[src/rtl/rse_pkg.sv]
// ----------------------------------------------------------------------------
// rse_pkg
// Shared types, constants and field helpers for the Reed-Solomon encoder.
// ----------------------------------------------------------------------------
package rse_pkg;

    // Low byte of the field polynomial x^8 + x^4 + x^3 + x^2 + 1
    localparam logic [7:0] FIELD_POLY_LOW = 8'h1D;

    localparam int DEF_MAX_DEGREE = 30;
    localparam int RESET_DEGREE   = 15;
    localparam int CFG_W          = 5;

    // Operations on one tap line
    typedef enum logic [2:0] {
        LINE_HOLD,
        LINE_CLEAR,
        LINE_SEED,
        LINE_PUSH,
        LINE_DRAIN
    } t_line_op;

    typedef struct packed {
        t_line_op   op;
        logic [7:0] data;
    } t_line_ctl;

    typedef enum logic [2:0] {
        ST_SEED,
        ST_BUILD,
        ST_IDLE,
        ST_ENCODE,
        ST_EMIT
    } t_state;

    // Multiply by alpha (0x02) in GF(256)
    function automatic logic [7:0] gf_mul_alpha(input logic [7:0] a);
        gf_mul_alpha = {a[6:0], 1'b0} ^ (a[7] ? FIELD_POLY_LOW : 8'h00);
    endfunction

endpackage

[src/rtl/rse_gf_mul.sv]
// ----------------------------------------------------------------------------
// rse_gf_mul
// GF(256) multiplier, polynomial 0x11D, shift-and-add over the eight bits.
// ----------------------------------------------------------------------------
module rse_gf_mul (
    input  logic [7:0] i_a,
    input  logic [7:0] i_b,
    output logic [7:0] o_p
);

    always_comb begin
        logic [7:0] acc;
        acc = 8'h00;
        for (int bit_idx = 7; bit_idx >= 0; bit_idx--) begin
            acc = {acc[6:0], 1'b0} ^ (acc[7] ? rse_pkg::FIELD_POLY_LOW : 8'h00);
            if (i_b[bit_idx]) begin
                acc = acc ^ i_a;
            end
        end
        o_p = acc;
    end

endmodule

[src/rtl/rse_tap_line.sv]
// ----------------------------------------------------------------------------
// rse_tap_line
// Byte shift line read at its two lowest taps; a push shifts down and loads
// the entry at degree-1, a drain shifts down and fills zeros at the top.
// ----------------------------------------------------------------------------
module rse_tap_line #(
    parameter int MAX_DEGREE = rse_pkg::DEF_MAX_DEGREE,
    parameter int DW         = $clog2(MAX_DEGREE + 1)
) (
    input  logic               i_clk,
    input  logic [DW-1:0]      i_degree,
    input  rse_pkg::t_line_ctl i_ctl,
    output logic [7:0]         o_tap0,
    output logic [7:0]         o_tap1
);

    logic [7:0]    r_taps [MAX_DEGREE];
    logic [7:0]    n_taps [MAX_DEGREE];
    logic [DW-1:0] top_idx;

    assign top_idx = DW'(i_degree - 1'b1);

    always_comb begin
        for (int j = 0; j < MAX_DEGREE; j++) begin
            unique case (i_ctl.op)
                rse_pkg::LINE_CLEAR: n_taps[j] = 8'h00;
                rse_pkg::LINE_SEED:  n_taps[j] = (DW'(j) == top_idx) ? 8'h01 : 8'h00;
                rse_pkg::LINE_PUSH: begin
                    if (DW'(j) == top_idx) begin
                        n_taps[j] = i_ctl.data;
                    end else if (j < MAX_DEGREE - 1) begin
                        n_taps[j] = r_taps[(j < MAX_DEGREE - 1) ? j + 1 : j];
                    end else begin
                        n_taps[j] = 8'h00;
                    end
                end
                rse_pkg::LINE_DRAIN: begin
                    n_taps[j] = (j < MAX_DEGREE - 1) ?
                                r_taps[(j < MAX_DEGREE - 1) ? j + 1 : j] : 8'h00;
                end
                default: n_taps[j] = r_taps[j];
            endcase
        end
    end

    always_ff @(posedge i_clk) begin
        r_taps <= n_taps;
    end

    assign o_tap0 = r_taps[0];
    assign o_tap1 = r_taps[1];

endmodule

[src/rtl/reed_solomon_ecc_encoder.sv]
// ----------------------------------------------------------------------------
// reed_solomon_ecc_encoder
// Systematic RS parity generator over GF(256), polynomial 0x11D, roots
// alpha^0..alpha^(d-1), built around one shared GF multiplier.
// ----------------------------------------------------------------------------
// Input: each data byte steps through every generator tap in the shared
//   multiplier, and the next byte is taken only once the block is idle again.
// Output: once the last data byte of a block has been through the encoder,
//   d parity bytes are offered, one per output transfer.
// Reset (i_rst_n, synchronous): degree returns to 15 (or MAX_DEGREE if less);
//   the generator is rebuilt (seed, then build) with both ports stalled. A
//   degree write triggers the same rebuild and clears the remainder.
// ----------------------------------------------------------------------------
module reed_solomon_ecc_encoder #(
    parameter int MAX_DEGREE = rse_pkg::DEF_MAX_DEGREE
) (
    input  logic       i_clk,
    input  logic       i_rst_n,
    // configuration: parity_degree
    input  logic       i_cfg_valid,
    output logic       o_cfg_ready,
    input  logic [4:0] i_cfg_data,     // [4:0] parity_degree
    // data in
    input  logic       s_axis_tvalid,
    output logic       s_axis_tready,
    input  logic [7:0] s_axis_tdata,   // [7:0] data_byte
    input  logic       s_axis_tlast,   // block_end
    // parity out
    output logic       m_axis_tvalid,
    input  logic       m_axis_tready,
    output logic [7:0] m_axis_tdata,   // [7:0] parity_byte
    output logic       m_axis_tlast    // parity_last
);

    localparam int DW        = $clog2(MAX_DEGREE + 1);
    localparam int CW        = (DW > rse_pkg::CFG_W) ? DW : rse_pkg::CFG_W;
    localparam int RESET_DEG = (rse_pkg::RESET_DEGREE > MAX_DEGREE) ?
                               MAX_DEGREE : rse_pkg::RESET_DEGREE;

    rse_pkg::t_state    r_state, n_state;
    logic [DW-1:0]      r_degree;
    logic [DW-1:0]      r_k;         // tap step within a pass
    logic [DW-1:0]      r_i;         // root index while building
    logic [7:0]         r_root;
    logic [7:0]         r_factor;
    logic               r_last;

    logic [DW-1:0]      deg_m1;
    logic               k_end;
    logic [CW-1:0]      cfg_ext;
    logic [DW-1:0]      cfg_deg;
    logic               cfg_xfer;
    logic               in_xfer;
    logic               out_xfer;

    logic [7:0]         gen_tap0, gen_tap1;
    logic [7:0]         rem_tap0, rem_tap1;
    logic [7:0]         mul_b, mul_p;
    rse_pkg::t_line_ctl gen_ctl, rem_ctl;

    assign deg_m1   = DW'(r_degree - 1'b1);
    assign k_end    = (r_k == deg_m1);
    assign cfg_xfer = i_cfg_valid && o_cfg_ready;
    assign in_xfer  = s_axis_tvalid && s_axis_tready;
    assign out_xfer = m_axis_tvalid && m_axis_tready;

    // Clamp the written degree into 1..MAX_DEGREE
    assign cfg_ext = CW'(i_cfg_data);
    always_comb begin
        priority if (cfg_ext == '0) begin
            cfg_deg = DW'(1);
        end else if (cfg_ext > CW'(MAX_DEGREE)) begin
            cfg_deg = DW'(MAX_DEGREE);
        end else begin
            cfg_deg = DW'(cfg_ext);
        end
    end

    // Shared multiplier: generator tap times the feedback factor when
    // encoding, times the current root when building the generator
    assign mul_b = (r_state == rse_pkg::ST_ENCODE) ? r_factor : r_root;

    rse_gf_mul u_mul (
        .i_a (gen_tap0),
        .i_b (mul_b),
        .o_p (mul_p)
    );

    rse_tap_line #(
        .MAX_DEGREE (MAX_DEGREE),
        .DW         (DW)
    ) u_gen_line (
        .i_clk    (i_clk),
        .i_degree (r_degree),
        .i_ctl    (gen_ctl),
        .o_tap0   (gen_tap0),
        .o_tap1   (gen_tap1)
    );

    rse_tap_line #(
        .MAX_DEGREE (MAX_DEGREE),
        .DW         (DW)
    ) u_rem_line (
        .i_clk    (i_clk),
        .i_degree (r_degree),
        .i_ctl    (rem_ctl),
        .o_tap0   (rem_tap0),
        .o_tap1   (rem_tap1)
    );

    // Next state
    always_comb begin
        n_state = r_state;
        unique case (r_state)
            rse_pkg::ST_SEED:  n_state = rse_pkg::ST_BUILD;
            rse_pkg::ST_BUILD: begin
                if (k_end && (r_i == deg_m1)) begin
                    n_state = rse_pkg::ST_IDLE;
                end
            end
            rse_pkg::ST_IDLE: begin
                if (cfg_xfer) begin
                    n_state = rse_pkg::ST_SEED;
                end else if (in_xfer) begin
                    n_state = rse_pkg::ST_ENCODE;
                end
            end
            rse_pkg::ST_ENCODE: begin
                if (k_end) begin
                    n_state = r_last ? rse_pkg::ST_EMIT : rse_pkg::ST_IDLE;
                end
            end
            rse_pkg::ST_EMIT: begin
                if (out_xfer && k_end) begin
                    n_state = rse_pkg::ST_IDLE;
                end
            end
            default: n_state = rse_pkg::ST_SEED;
        endcase
    end

    // Outputs and tap line control
    always_comb begin
        o_cfg_ready   = 1'b0;
        s_axis_tready = 1'b0;
        m_axis_tvalid = 1'b0;
        gen_ctl       = '{op: rse_pkg::LINE_HOLD, data: 8'h00};
        rem_ctl       = '{op: rse_pkg::LINE_HOLD, data: 8'h00};
        unique case (r_state)
            rse_pkg::ST_SEED: begin
                // g(x) = 1, remainder empty
                gen_ctl.op = rse_pkg::LINE_SEED;
                rem_ctl.op = rse_pkg::LINE_CLEAR;
            end
            rse_pkg::ST_BUILD: begin
                // g[k] = g[k]*root ^ g[k+1] (old), top term has no neighbor
                gen_ctl.op   = rse_pkg::LINE_PUSH;
                gen_ctl.data = (k_end ? 8'h00 : gen_tap1) ^ mul_p;
            end
            rse_pkg::ST_IDLE: begin
                o_cfg_ready   = 1'b1;
                // config wins a tie so the degree and data never land together
                s_axis_tready = !i_cfg_valid;
            end
            rse_pkg::ST_ENCODE: begin
                // rem[k] = rem[k+1] ^ g[k]*factor; rotate the generator
                rem_ctl.op   = rse_pkg::LINE_PUSH;
                rem_ctl.data = (k_end ? 8'h00 : rem_tap1) ^ mul_p;
                gen_ctl.op   = rse_pkg::LINE_PUSH;
                gen_ctl.data = gen_tap0;
            end
            rse_pkg::ST_EMIT: begin
                m_axis_tvalid = 1'b1;
                // drain shifts zeros in, leaving the remainder clear at the end
                if (m_axis_tready) begin
                    rem_ctl.op = rse_pkg::LINE_DRAIN;
                end
            end
            default: ;
        endcase
    end

    assign m_axis_tdata = rem_tap0;
    assign m_axis_tlast = k_end;

    // Control registers
    always_ff @(posedge i_clk) begin
        if (!i_rst_n) begin
            r_state  <= rse_pkg::ST_SEED;
            r_degree <= DW'(RESET_DEG);
            r_k      <= '0;
            r_i      <= '0;
        end else begin
            r_state <= n_state;
            unique case (r_state)
                rse_pkg::ST_SEED: begin
                    r_k <= '0;
                    r_i <= '0;
                end
                rse_pkg::ST_BUILD: begin
                    if (k_end) begin
                        r_k <= '0;
                        r_i <= DW'(r_i + 1'b1);
                    end else begin
                        r_k <= DW'(r_k + 1'b1);
                    end
                end
                rse_pkg::ST_IDLE: begin
                    r_k <= '0;
                    if (cfg_xfer) begin
                        r_degree <= cfg_deg;
                    end
                end
                rse_pkg::ST_ENCODE: r_k <= k_end ? '0 : DW'(r_k + 1'b1);
                rse_pkg::ST_EMIT: begin
                    if (out_xfer) begin
                        r_k <= k_end ? '0 : DW'(r_k + 1'b1);
                    end
                end
                default: r_k <= '0;
            endcase
        end
    end

    // Datapath registers
    always_ff @(posedge i_clk) begin
        if (r_state == rse_pkg::ST_SEED) begin
            r_root <= 8'h01;
        end else if ((r_state == rse_pkg::ST_BUILD) && k_end) begin
            r_root <= rse_pkg::gf_mul_alpha(r_root);
        end
        if (in_xfer) begin
            r_factor <= s_axis_tdata ^ rem_tap0;
            r_last   <= s_axis_tlast;
        end
    end

`ifndef SYNTH
    // Input and output never open together
    a_ready_excl: assert property (@(posedge i_clk) disable iff (!i_rst_n)
        s_axis_tready |-> !m_axis_tvalid)
        else $error("input ready while parity is pending");

    // Final parity transfer returns the block to idle
    a_last_to_idle: assert property (@(posedge i_clk) disable iff (!i_rst_n)
        (m_axis_tvalid && m_axis_tready && m_axis_tlast) |=> o_cfg_ready)
        else $error("block not idle after last parity");

    // Degree stays within 1..MAX_DEGREE
    a_degree_range: assert property (@(posedge i_clk) disable iff (!i_rst_n)
        (r_degree != '0) && (r_degree <= DW'(MAX_DEGREE)))
        else $error("parity degree out of range");

    // Step counter never passes the degree while working
    a_step_range: assert property (@(posedge i_clk) disable iff (!i_rst_n)
        (r_state == rse_pkg::ST_ENCODE || r_state == rse_pkg::ST_EMIT ||
         r_state == rse_pkg::ST_BUILD) |-> (r_k < r_degree))
        else $error("step counter beyond degree");

    // A degree write always restarts the generator build
    a_cfg_rebuild: assert property (@(posedge i_clk) disable iff (!i_rst_n)
        (i_cfg_valid && o_cfg_ready) |=> (r_state == rse_pkg::ST_SEED))
        else $error("degree write did not rebuild generator");
`endif

endmodule

[config.mk]
export PLATFORM = sky130hd
export DESIGN_NAME = reed_solomon_ecc_encoder
export DESIGN_NICKNAME = d
export VERILOG_FILES = /design/src/rtl/rse_pkg.sv /design/src/rtl/rse_gf_mul.sv /design/src/rtl/rse_tap_line.sv /design/src/rtl/reed_solomon_ecc_encoder.sv
export SDC_FILE = /design/constraint.sdc
export NUM_CORES = 1
export LEC_CHECK = 0
export ABC_AREA = 1
export BUFFER_PORTS_ARGS = -buffer_cell sky130_fd_sc_hd__buf_2
export CORE_MARGIN = 2
export CORE_UTILIZATION = 64
export DETAILED_ROUTE_END_ITERATION = 10
export GPL_ROUTABILITY_DRIVEN = 0
export PLACE_DENSITY = 0.81
export SLEW_MARGIN = 20
export SYNTH_ARGS = -nofsm -noshare
export SYNTH_HDL_FRONTEND = slang
export SYNTH_SLANG_ARGS = --single-unit
[constraint.sdc]
create_clock -name i_clk -period 12.8 [get_ports i_clk]
set_clock_uncertainty 0.05 [all_clocks]
set_input_delay 2.56 -clock i_clk [delete_from_list [all_inputs] [get_ports i_clk]]
set_output_delay 2.56 -clock i_clk [all_outputs]
set_load 0.005 [all_outputs]
==> impl_metrics.csv, run 1 <==
group,metric,value,unit
clock_tree,clock-sinks,515,
sta,timing.fmax,174,MHz
placement,detailed_place.area,0.0296,mm^2
sta,timing.final.crit_share,44.9,%
layout,post-route-util,69.1,%
route,total_routed_length,68.8,mm
setup_path,setup.worst_path.start_class,"flop",
sta,final_max_slew_viol_count,0,
logic_synthesis,yosys_register_bits,515,
sta,maxSlewHeadroom,19.1,%
run_status,result_of_the_run,"complete, no violations",
logic_synthesis,synth-xor-area-share,1.51,%
clock_tree,insertion_delay,0.63,ns
setup_path,timing.critical_path.arrival,3.14,ns
logic_synthesis,netlist_area,0.0293,mm^2
layout,finish.cell_count_without_fillers,4382,
layout,insertedDiodeCount,0,
logic_synthesis,simple_gate_area_share_of_the_yosys_netlist,30.5,%
logic_synthesis,distinct_cells_synth,40,
logic_synthesis,ys.warnings.count,0,
pwr,pnr_total_power,7.08,mW
floorplanning,row_count,78,
logic_synthesis,synth_compound_gate_area_share,6.37,%
setup_path,timing.critical_path.buf_inv,4,
layout,areaGrowthSynthToFinish,6.92,%
floorplanning,boundaryPins,31,
hold_path,min_path_type,"reg -> reg",
placement,placedCellCount,4281,
global_route,number_of_antenna_violations_at_the_first_check_in_global_routing,0,
layout,fin_area,0.0313,mm^2
clock_tree,tritoncts,"done",
pwr,power_density,226,mW/mm^2
sta,setup-tns-final,0,ns
floorplanning,start_util,64.6,%
layout,final.fill_count,3619,
setup_path,critical-path-slowest-cell,"sky130_fd_sc_hd__dfxtp_1",
setup_path,critical_path.max_stage_delay,0.44,ns
pwr,comb_power_share,32.3,%
setup_path,end_kind,"primary output",
sta,tightestPinTransition,1.21,ns
global_route,gr-usage-all-layers,28.9,%
floorplanning,die_height,218,um
sta,final.min_clock_period,5.75,ns
floorplanning,chip_width,218,um
clock_tree,cts.path.max_buffers,3,
setup_path,critical_path_class,"reg -> out",
clock_tree,postCtsHoldBufs,0,
logic_synthesis,synthesized_instance_count,3850,
global_route,maximum_number_of_pins_on_one_net_before_global_route_repair,187,
logic_synthesis,post_synth_mux_area_share,0,%
clock_tree,cts-root-buf,"sky130_fd_sc_hd__clkbuf_16",
pwr,cellLeakagePower,13.5,nW
route,number_of_drc_markers_in_iteration_0,3087,
sta,setup_viol,0,
clock_tree,number_of_buffers_added_by_the_clock_tree_synthesis_step,55,
global_route,grt-ovfl-total,0,
sta,grt_setup_unrepaired,"no",
run,max-cap-violations,0,
logic_synthesis,yosysSeqAreaShare,52.0,%
placement,dp_hpwl,40.1,mm
logic_synthesis,avgSynthCellArea,7.60,um^2
setup_path,cp_top_family,"simple AND/OR/NAND/NOR gates",
floorplanning,core_area,0.0453,mm^2
setup_path,required_arrival_time_at_the_worst_endpoint,10.19,ns
pwr,clockPowerShare,21.5,%
logic_synthesis,synth_top_family_by_area,"simple AND/OR/NAND/NOR gates",
setup_path,cp_common_cell,"sky130_fd_sc_hd__nand2_1",
pwr,power.net_switching,2.71,mW
setup_path,critPathMaxFanout,21,
sta,hold_violations,0,
pwr,seq_power_share,46.2,%
route,detail-route-antenna-nets,0,
logic_synthesis,synth_fa_ha_area_share,0.299,%
route,first_pass_iters,6,
logic_synthesis,syn-num-nets,3876,
clock_tree,cts_resized,0,
route,detailroute.via_count,24308,
clock_tree,cts.htree.levels,2,
global_route,first_global_vias,22606,
floorplanning,die_area,0.0474,mm^2
placement,buffer_ports.inserted,30,
route,post_drt_via_cell_ratio,5.55,
pwr,vdd_ir_drop_max,0.354,mV
route,drcViolationCount,0,
pwr,internal-power,4.37,mW
setup_path,cell_by_cell_listing_of_the_critical_path,"inv_1, ha_1, nand2_1, nor2_1, nand2_1, nand2_1, xnor2_1, nor3_1, nand2_1, buf_4, inv_1, buf_2",
clock_tree,clk_pin_slew,0.06,ns
route,post_drt_wl_per_cell,15.7,um
clock_tree,post-cts-setup-buffer-count,0,
layout,nets,3764,
layout,fraction_of_final_layout_cells_with_drive_strength_greater_than_1,6.48,%
pwr,sw_share,38.3,%
global_route,grt_first_pass_wirelength,112,mm
## final timing paths
check                           startpoint                         endpoint  slack (ns)  depth (start not counted)
setup / recovery  r_degree[0]$_SDFFE_PN1P_                     m_axis_tlast        7.05                         12
hold / removal      r_root[5]$_SDFFE_PP0P_           r_root[6]$_SDFFE_PP0P_        0.42                          2
setup reg to reg   r_state[2]$_SDFFE_PN0P_  u_rem_line.r_taps[67]$_DFFE_PP_        8.36                         23
hold reg to reg     r_root[5]$_SDFFE_PP0P_           r_root[6]$_SDFFE_PP0P_        0.42                          2
## layout make-up
type                    instances  area (um^2)  share of cell area, %
clock buffers                  73         1480                   4.71
clock inverters                28          200                  0.640
inverters                     443         1670                   5.33
multi-input cells            2645        11500                   36.6
flip-flops and latches        515        15200                   48.6
well taps                     600          751                   2.40
repair buffers                 78          531                   1.70
## flip-flops by register name, summed over array words and instances (netlist names)
register and count:
r_k 5, r_degree 5, u_gen_line.r_taps 224, u_rem_line.o_tap1 8, r_state 3, r_factor 8
r_i 5, u_rem_line.r_taps 224, u_rem_line.o_tap0 8, u_gen_line.o_tap0 8, r_last 1, u_gen_line.o_tap1 8
r_root 8
## cell families after synthesis
logic type                 after synthesis
xor gates and xnor gates                48
adders and majority gates                7
AOI/OAI and AO/OA                      355
and+or+nand+nor                       2235
DFF                                    515
buffers and inverters                  690
## layout by cell type, fill, tap and decap left out, types with 4 or more instances in the layout
cell / instances
sky130_fd_sc_hd__buf_4: 45
sky130_fd_sc_hd__inv_2: 6
sky130_fd_sc_hd__nand2_1: 1121
sky130_fd_sc_hd__clkinv_2: 9
sky130_fd_sc_hd__nand2_2: 24
sky130_fd_sc_hd__clkinv_1: 19
sky130_fd_sc_hd__nand3_2: 7
sky130_fd_sc_hd__nand2_4: 5
sky130_fd_sc_hd__nand3_1: 252
sky130_fd_sc_hd__o21ai_2: 11
sky130_fd_sc_hd__inv_1: 429
sky130_fd_sc_hd__or2_2: 4
sky130_fd_sc_hd__dfxtp_1: 26
sky130_fd_sc_hd__clkbuf_1: 16
sky130_fd_sc_hd__xnor2_1: 15
sky130_fd_sc_hd__o211ai_1: 8
sky130_fd_sc_hd__nor2_2: 16
sky130_fd_sc_hd__xor2_1: 30
sky130_fd_sc_hd__ha_1: 7
sky130_fd_sc_hd__clkbuf_16: 56
sky130_fd_sc_hd__nor2_1: 775
sky130_fd_sc_hd__o21ai_1: 63
sky130_fd_sc_hd__buf_2: 30
sky130_fd_sc_hd__nor3_2: 12
sky130_fd_sc_hd__nor3_1: 5
sky130_fd_sc_hd__nand3b_1: 6
sky130_fd_sc_hd__edfxtp_1: 489
sky130_fd_sc_hd__o21ai_0: 151
sky130_fd_sc_hd__a21oi_1: 111
## Yosys cell counts (all sizes together)
| master | instances | area share [%] |
|---|---|---|
| a211oi | 3 | 0.077 |
| a21oi | 111 | 1.9 |
| a311oi | 1 | 0.030 |
| a31oi | 2 | 0.043 |
| buf | 66 | 1.4 |
| clkbuf | 181 | 2.3 |
| clkinv | 7 | 0.090 |
| dfxtp | 26 | 1.8 |
| edfxtp | 489 | 50 |
| ha | 7 | 0.30 |
| inv | 436 | 5.6 |
| nand2 | 1150 | 15 |
| nand3 | 261 | 4.6 |
| nand3b | 6 | 0.15 |
| nand4 | 3 | 0.064 |
| nor2 | 793 | 10 |
| nor3 | 17 | 0.29 |
| nor4 | 1 | 0.021 |
| o2111ai | 2 | 0.060 |
| o211ai | 8 | 0.21 |
| o21ai | 225 | 4.0 |
| o221a | 1 | 0.038 |
| o22ai | 2 | 0.043 |
| or2 | 4 | 0.086 |
| xnor2 | 15 | 0.45 |
| xor2 | 33 | 1.1 |
## worst min-delay path, delay by kind of cell (launching register included)
kind / cells / cell delay (ns)
buffers and inverters: 1 / 0.06
AO/OA/AOI/OAI: 1 / 0.05
flip-flops: 1 / 0.31
## stage by stage
stage | setup slack [ns] | hold slack (ns)
floorplan | 2.11 | 0.388
global placement | 6.73 | 0.407
detailed placement | 6.70 | 0.407
CTS | 7.07 | 0.420
global route | 6.82 | 0.451
finish | 7.05 | 0.420
## per-layer routing
layer | vias to the layer above | track usage, % | part of all wire, %
li1 | 11885 | - | -
met1 | 11292 | 38.7 | 42
met2 | 984 | 49.0 | 48
met3 | 147 | 3.96 | 7.7
met4 | 0 | 9.52 | 2.7
met5 | - | 0 | 0
## power by group through the flow
stage                     combinational [mW]  clock [mW]  sequential [mW]
after floorplan                         1.70           0             3.52
after global placement                  2.20           0             3.26
after detailed placement                2.25           0             3.29
after CTS                               2.27        1.54             3.26
after global routing                    2.56        1.59             3.34
final                                   2.29        1.52             3.27
(Power assumes the default switching activity.)
==> run 2, diff against run 1 <==
--- a/config.mk
+++ b/config.mk
@@ -8,10 +8,10 @@
 export ABC_AREA = 1
 export BUFFER_PORTS_ARGS = -buffer_cell sky130_fd_sc_hd__buf_2
 export CORE_MARGIN = 2
-export CORE_UTILIZATION = 64
+export CORE_UTILIZATION = 58
 export DETAILED_ROUTE_END_ITERATION = 10
 export GPL_ROUTABILITY_DRIVEN = 0
-export PLACE_DENSITY = 0.81
+export PLACE_DENSITY = 0.77
 export SLEW_MARGIN = 20
 export SYNTH_ARGS = -nofsm -noshare
 export SYNTH_HDL_FRONTEND = slang
==> constraint.sdc (replaced) <==
create_clock -name i_clk -period 5 [get_ports i_clk]
set_clock_uncertainty 0.05 [all_clocks]
set_input_delay 1 -clock i_clk [delete_from_list [all_inputs] [get_ports i_clk]]
set_output_delay 1 -clock i_clk [all_outputs]
set_load 0.005 [all_outputs]
==> run 2 against run 1 <==
Net effect:
- routed wire length is 0.15% higher
- count of clock-buffer cells in the layout is 3 higher
- register-to-register slack worse by 7.1 ns
- sequential share of layout area is 0.55 points lower
- largest cell class unchanged
- largest power group unchanged
- highest routed layer unchanged
==> impl_metrics.csv, run 2 (synthesis gave the netlist of run 1 again) <==
group,metric,value,unit
sta,maxSlewHeadroom,25.9,%
layout,largest_registers,"u_gen_line.r_taps: 224 flops, u_rem_line.r_taps: 224 flops",
floorplanning,start_util,58.6,%
hold_path,whs_endpoint,"r_root[4]$_SDFFE_PP0P_",
setup_path,rr_worst_depth,15,
layout,regArea,0.0152,mm^2
pwr,vdd_ir_drop_max,0.375,mV
setup_path,reg2reg_setup_slack,1.22,ns
global_route,number_of_antenna_violations_at_the_first_check_in_global_routing,0,
layout,mostFrequentLayoutCells,"sky130_fd_sc_hd__nand2_1 (1121), sky130_fd_sc_hd__nor2_1 (775), sky130_fd_sc_hd__edfxtp_1 (489)",
clock_tree,cts.htree.levels,2,
sta,final.min_clock_period,4.12,ns
sta,grt_setup_unrepaired,"no",
setup_path,setup.worst_path.start_class,"flop",
clock_tree,clock-sinks,515,
route,detail-route-antenna-nets,0,
floorplanning,core_area,0.0500,mm^2
clock_tree,clk_pin_slew,0.06,ns
route,post_drt_via_cell_ratio,5.39,
setup_path,timing.critical_path.buf_inv,3,
layout,fraction_of_final_layout_cells_with_drive_strength_greater_than_1,7.03,%
global_route,first_global_vias,21826,
clock_tree,number_of_buffers_added_by_the_clock_tree_synthesis_step,56,
route,post_drt_wl_per_cell,15.4,um
global_route,gr-usage-all-layers,25.9,%
setup_path,rr_startpoint,"r_state[0]$_SDFFE_PN0P_",
route,first_pass_iters,5,
placement,dp_hpwl,42.1,mm
setup_path,critical-path-slowest-cell,"sky130_fd_sc_hd__dfxtp_1",
floorplanning,die_area,0.0523,mm^2
setup_path,timing.critical_path.arrival,3.07,ns
clock_tree,cts.path.max_buffers,3,
route,drcViolationCount,0,
floorplanning,chip_width,229,um
layout,fin_area,0.0316,mm^2
setup_path,cp_top_family,"simple AND/OR/NAND/NOR gates",
sta,tightestPinTransition,1.11,ns
floorplanning,boundaryPins,31,
layout,multiInputGateArea,0.0114,mm^2
hold_path,timing.hold.worst.start,"r_root[4]$_SDFFE_PP0P_",
route,wl_met3,4.37,mm
clock_tree,postCtsHoldBufs,0,
layout,post-route-util,63.3,%
floorplanning,die_height,229,um
route,route.met2.wl,32.8,mm
route,number_of_drc_markers_in_iteration_0,2924,
run,max-cap-violations,0,
placement,buffer_ports.inserted,30,
route,drt-met1-wl,30.0,mm
route,top_metal_layer_carrying_routed_signals,"met4",
clock_tree,post-cts-setup-buffer-count,0,
clock_tree,cts_resized,0,
layout,final.fill_count,4194,
setup_path,cp_common_cell,"sky130_fd_sc_hd__nand2_1",
clock_tree,tritoncts,"done",
setup_path,critical_path_class,"reg -> out",
setup_path,cell_by_cell_listing_of_the_critical_path,"inv_1, ha_1, nand2_1, nor2_1, nand2_1, nand2_1, xnor2_1, nor3_1, nand2_1, inv_1, buf_2",
layout,insertedDiodeCount,0,
setup_path,critPathMaxFanout,13,
sta,timing.fmax,243,MHz
layout,areaGrowthSynthToFinish,8.15,%
pwr,power_density,577,mW/mm^2
setup_path,regToRegEndpoint,"u_rem_line.r_taps[10]$_DFFE_PP_",
sta,final_max_slew_viol_count,0,
sta,hold_violations,0,
route,total_routed_length,68.9,mm
global_route,grt-ovfl-total,0,
clock_tree,insertion_delay,0.62,ns
sta,setup-tns-final,0,ns
layout,nets,3790,
run_status,result_of_the_run,"complete, no violations",
global_route,grt_first_pass_wirelength,112,mm
sta,setup_viol,0,
hold_path,hold_path_depth,2,
setup_path,required_arrival_time_at_the_worst_endpoint,3.95,ns
layout,most_common_cell_after_layout_fill_and_taps_aside,"sky130_fd_sc_hd__nand2_1",
route,detailroute.via_count,24156,
sta,timing.final.crit_share,82.4,%
setup_path,end_kind,"primary output",
placement,detailed_place.area,0.0299,mm^2
sta,holdWs,0.450,ns
floorplanning,row_count,82,
global_route,maximum_number_of_pins_on_one_net_before_global_route_repair,107,
hold_path,min_path_type,"reg -> reg",
clock_tree,cts-root-buf,"sky130_fd_sc_hd__clkbuf_16",
pwr,cellLeakagePower,13.7,nW
setup_path,critical_path.max_stage_delay,0.44,ns
run 2: per-layer routing:
layer	vias up	global-route usage (%)
met4	0	8.03
li1	11955	-
met3	111	3.53
met5	-	0
met1	11316	35.5
met2	774	42.8
run 2: power by group:
| part | leakage (nW) | switching, mW | total, mW | internal, mW |
|---|---|---|---|---|
| logic | 7.37 | 4.47 | 5.96 | 1.49 |
| clock network | 0.850 | 1.71 | 4.01 | 2.30 |
| registers | 5.44 | 0.699 | 8.29 | 7.59 |
run 2: layout make-up:
class | instances | share of cell area (%)
timing repair buffer | 103 | 2.36
sequential | 515 | 48.0
clock buffer | 76 | 4.73
inverter | 443 | 5.27
multi-input combinational | 2645 | 36.2
tap | 672 | 2.66
clock inverter | 28 | 0.763
run 2: through the flow:
step	power, mW	instances	setup WS, ns
CTS	18.3	4482	0.852
floorplan	12.7	3850	0.339
detailed placement	14.2	4378	1.26
finish	18.3	4482	0.880
global route	19.3	4482	0.598
global placement	14.1	4378	1.40
run 2: worst register-to-register path, delay by kind of cell, from the launching register on:
kind | cells | cell delay [ns]
compound gates | 2 | 0.20
xor+xnor | 4 | 0.70
buf+inv | 1 | 0.16
flops | 1 | 0.44
simple gates | 8 | 2.07
run 2: how the worst max path moves through the flow:
| stage | from | depth (start not counted) | slack (ns) | endpoint |
|---|---|---|---|---|
| 6_report | r_degree[0]$_SDFFE_PN1P_ | 11 | 0.88 | m_axis_tlast |
| 5_1_grt | r_degree[0]$_SDFFE_PN1P_ | 11 | 0.60 | m_axis_tlast |
| 4_1_cts | r_degree[0]$_SDFFE_PN1P_ | 11 | 0.85 | m_axis_tlast |
| 3_5_place_dp | r_degree[0]$_SDFFE_PN1P_ | 16 | 1.26 | u_gen_line.r_taps[128]$_DFFE_PP_ |
| 3_3_place_gp | r_state[2]$_SDFFE_PN0P_ | 16 | 1.40 | u_rem_line.r_taps[34]$_DFFE_PP_ |
| 2_1_floorplan | r_state[2]$_SDFFE_PN0P_ | 5 | 0.34 | u_gen_line.o_tap0[0]$_DFFE_PP_ |
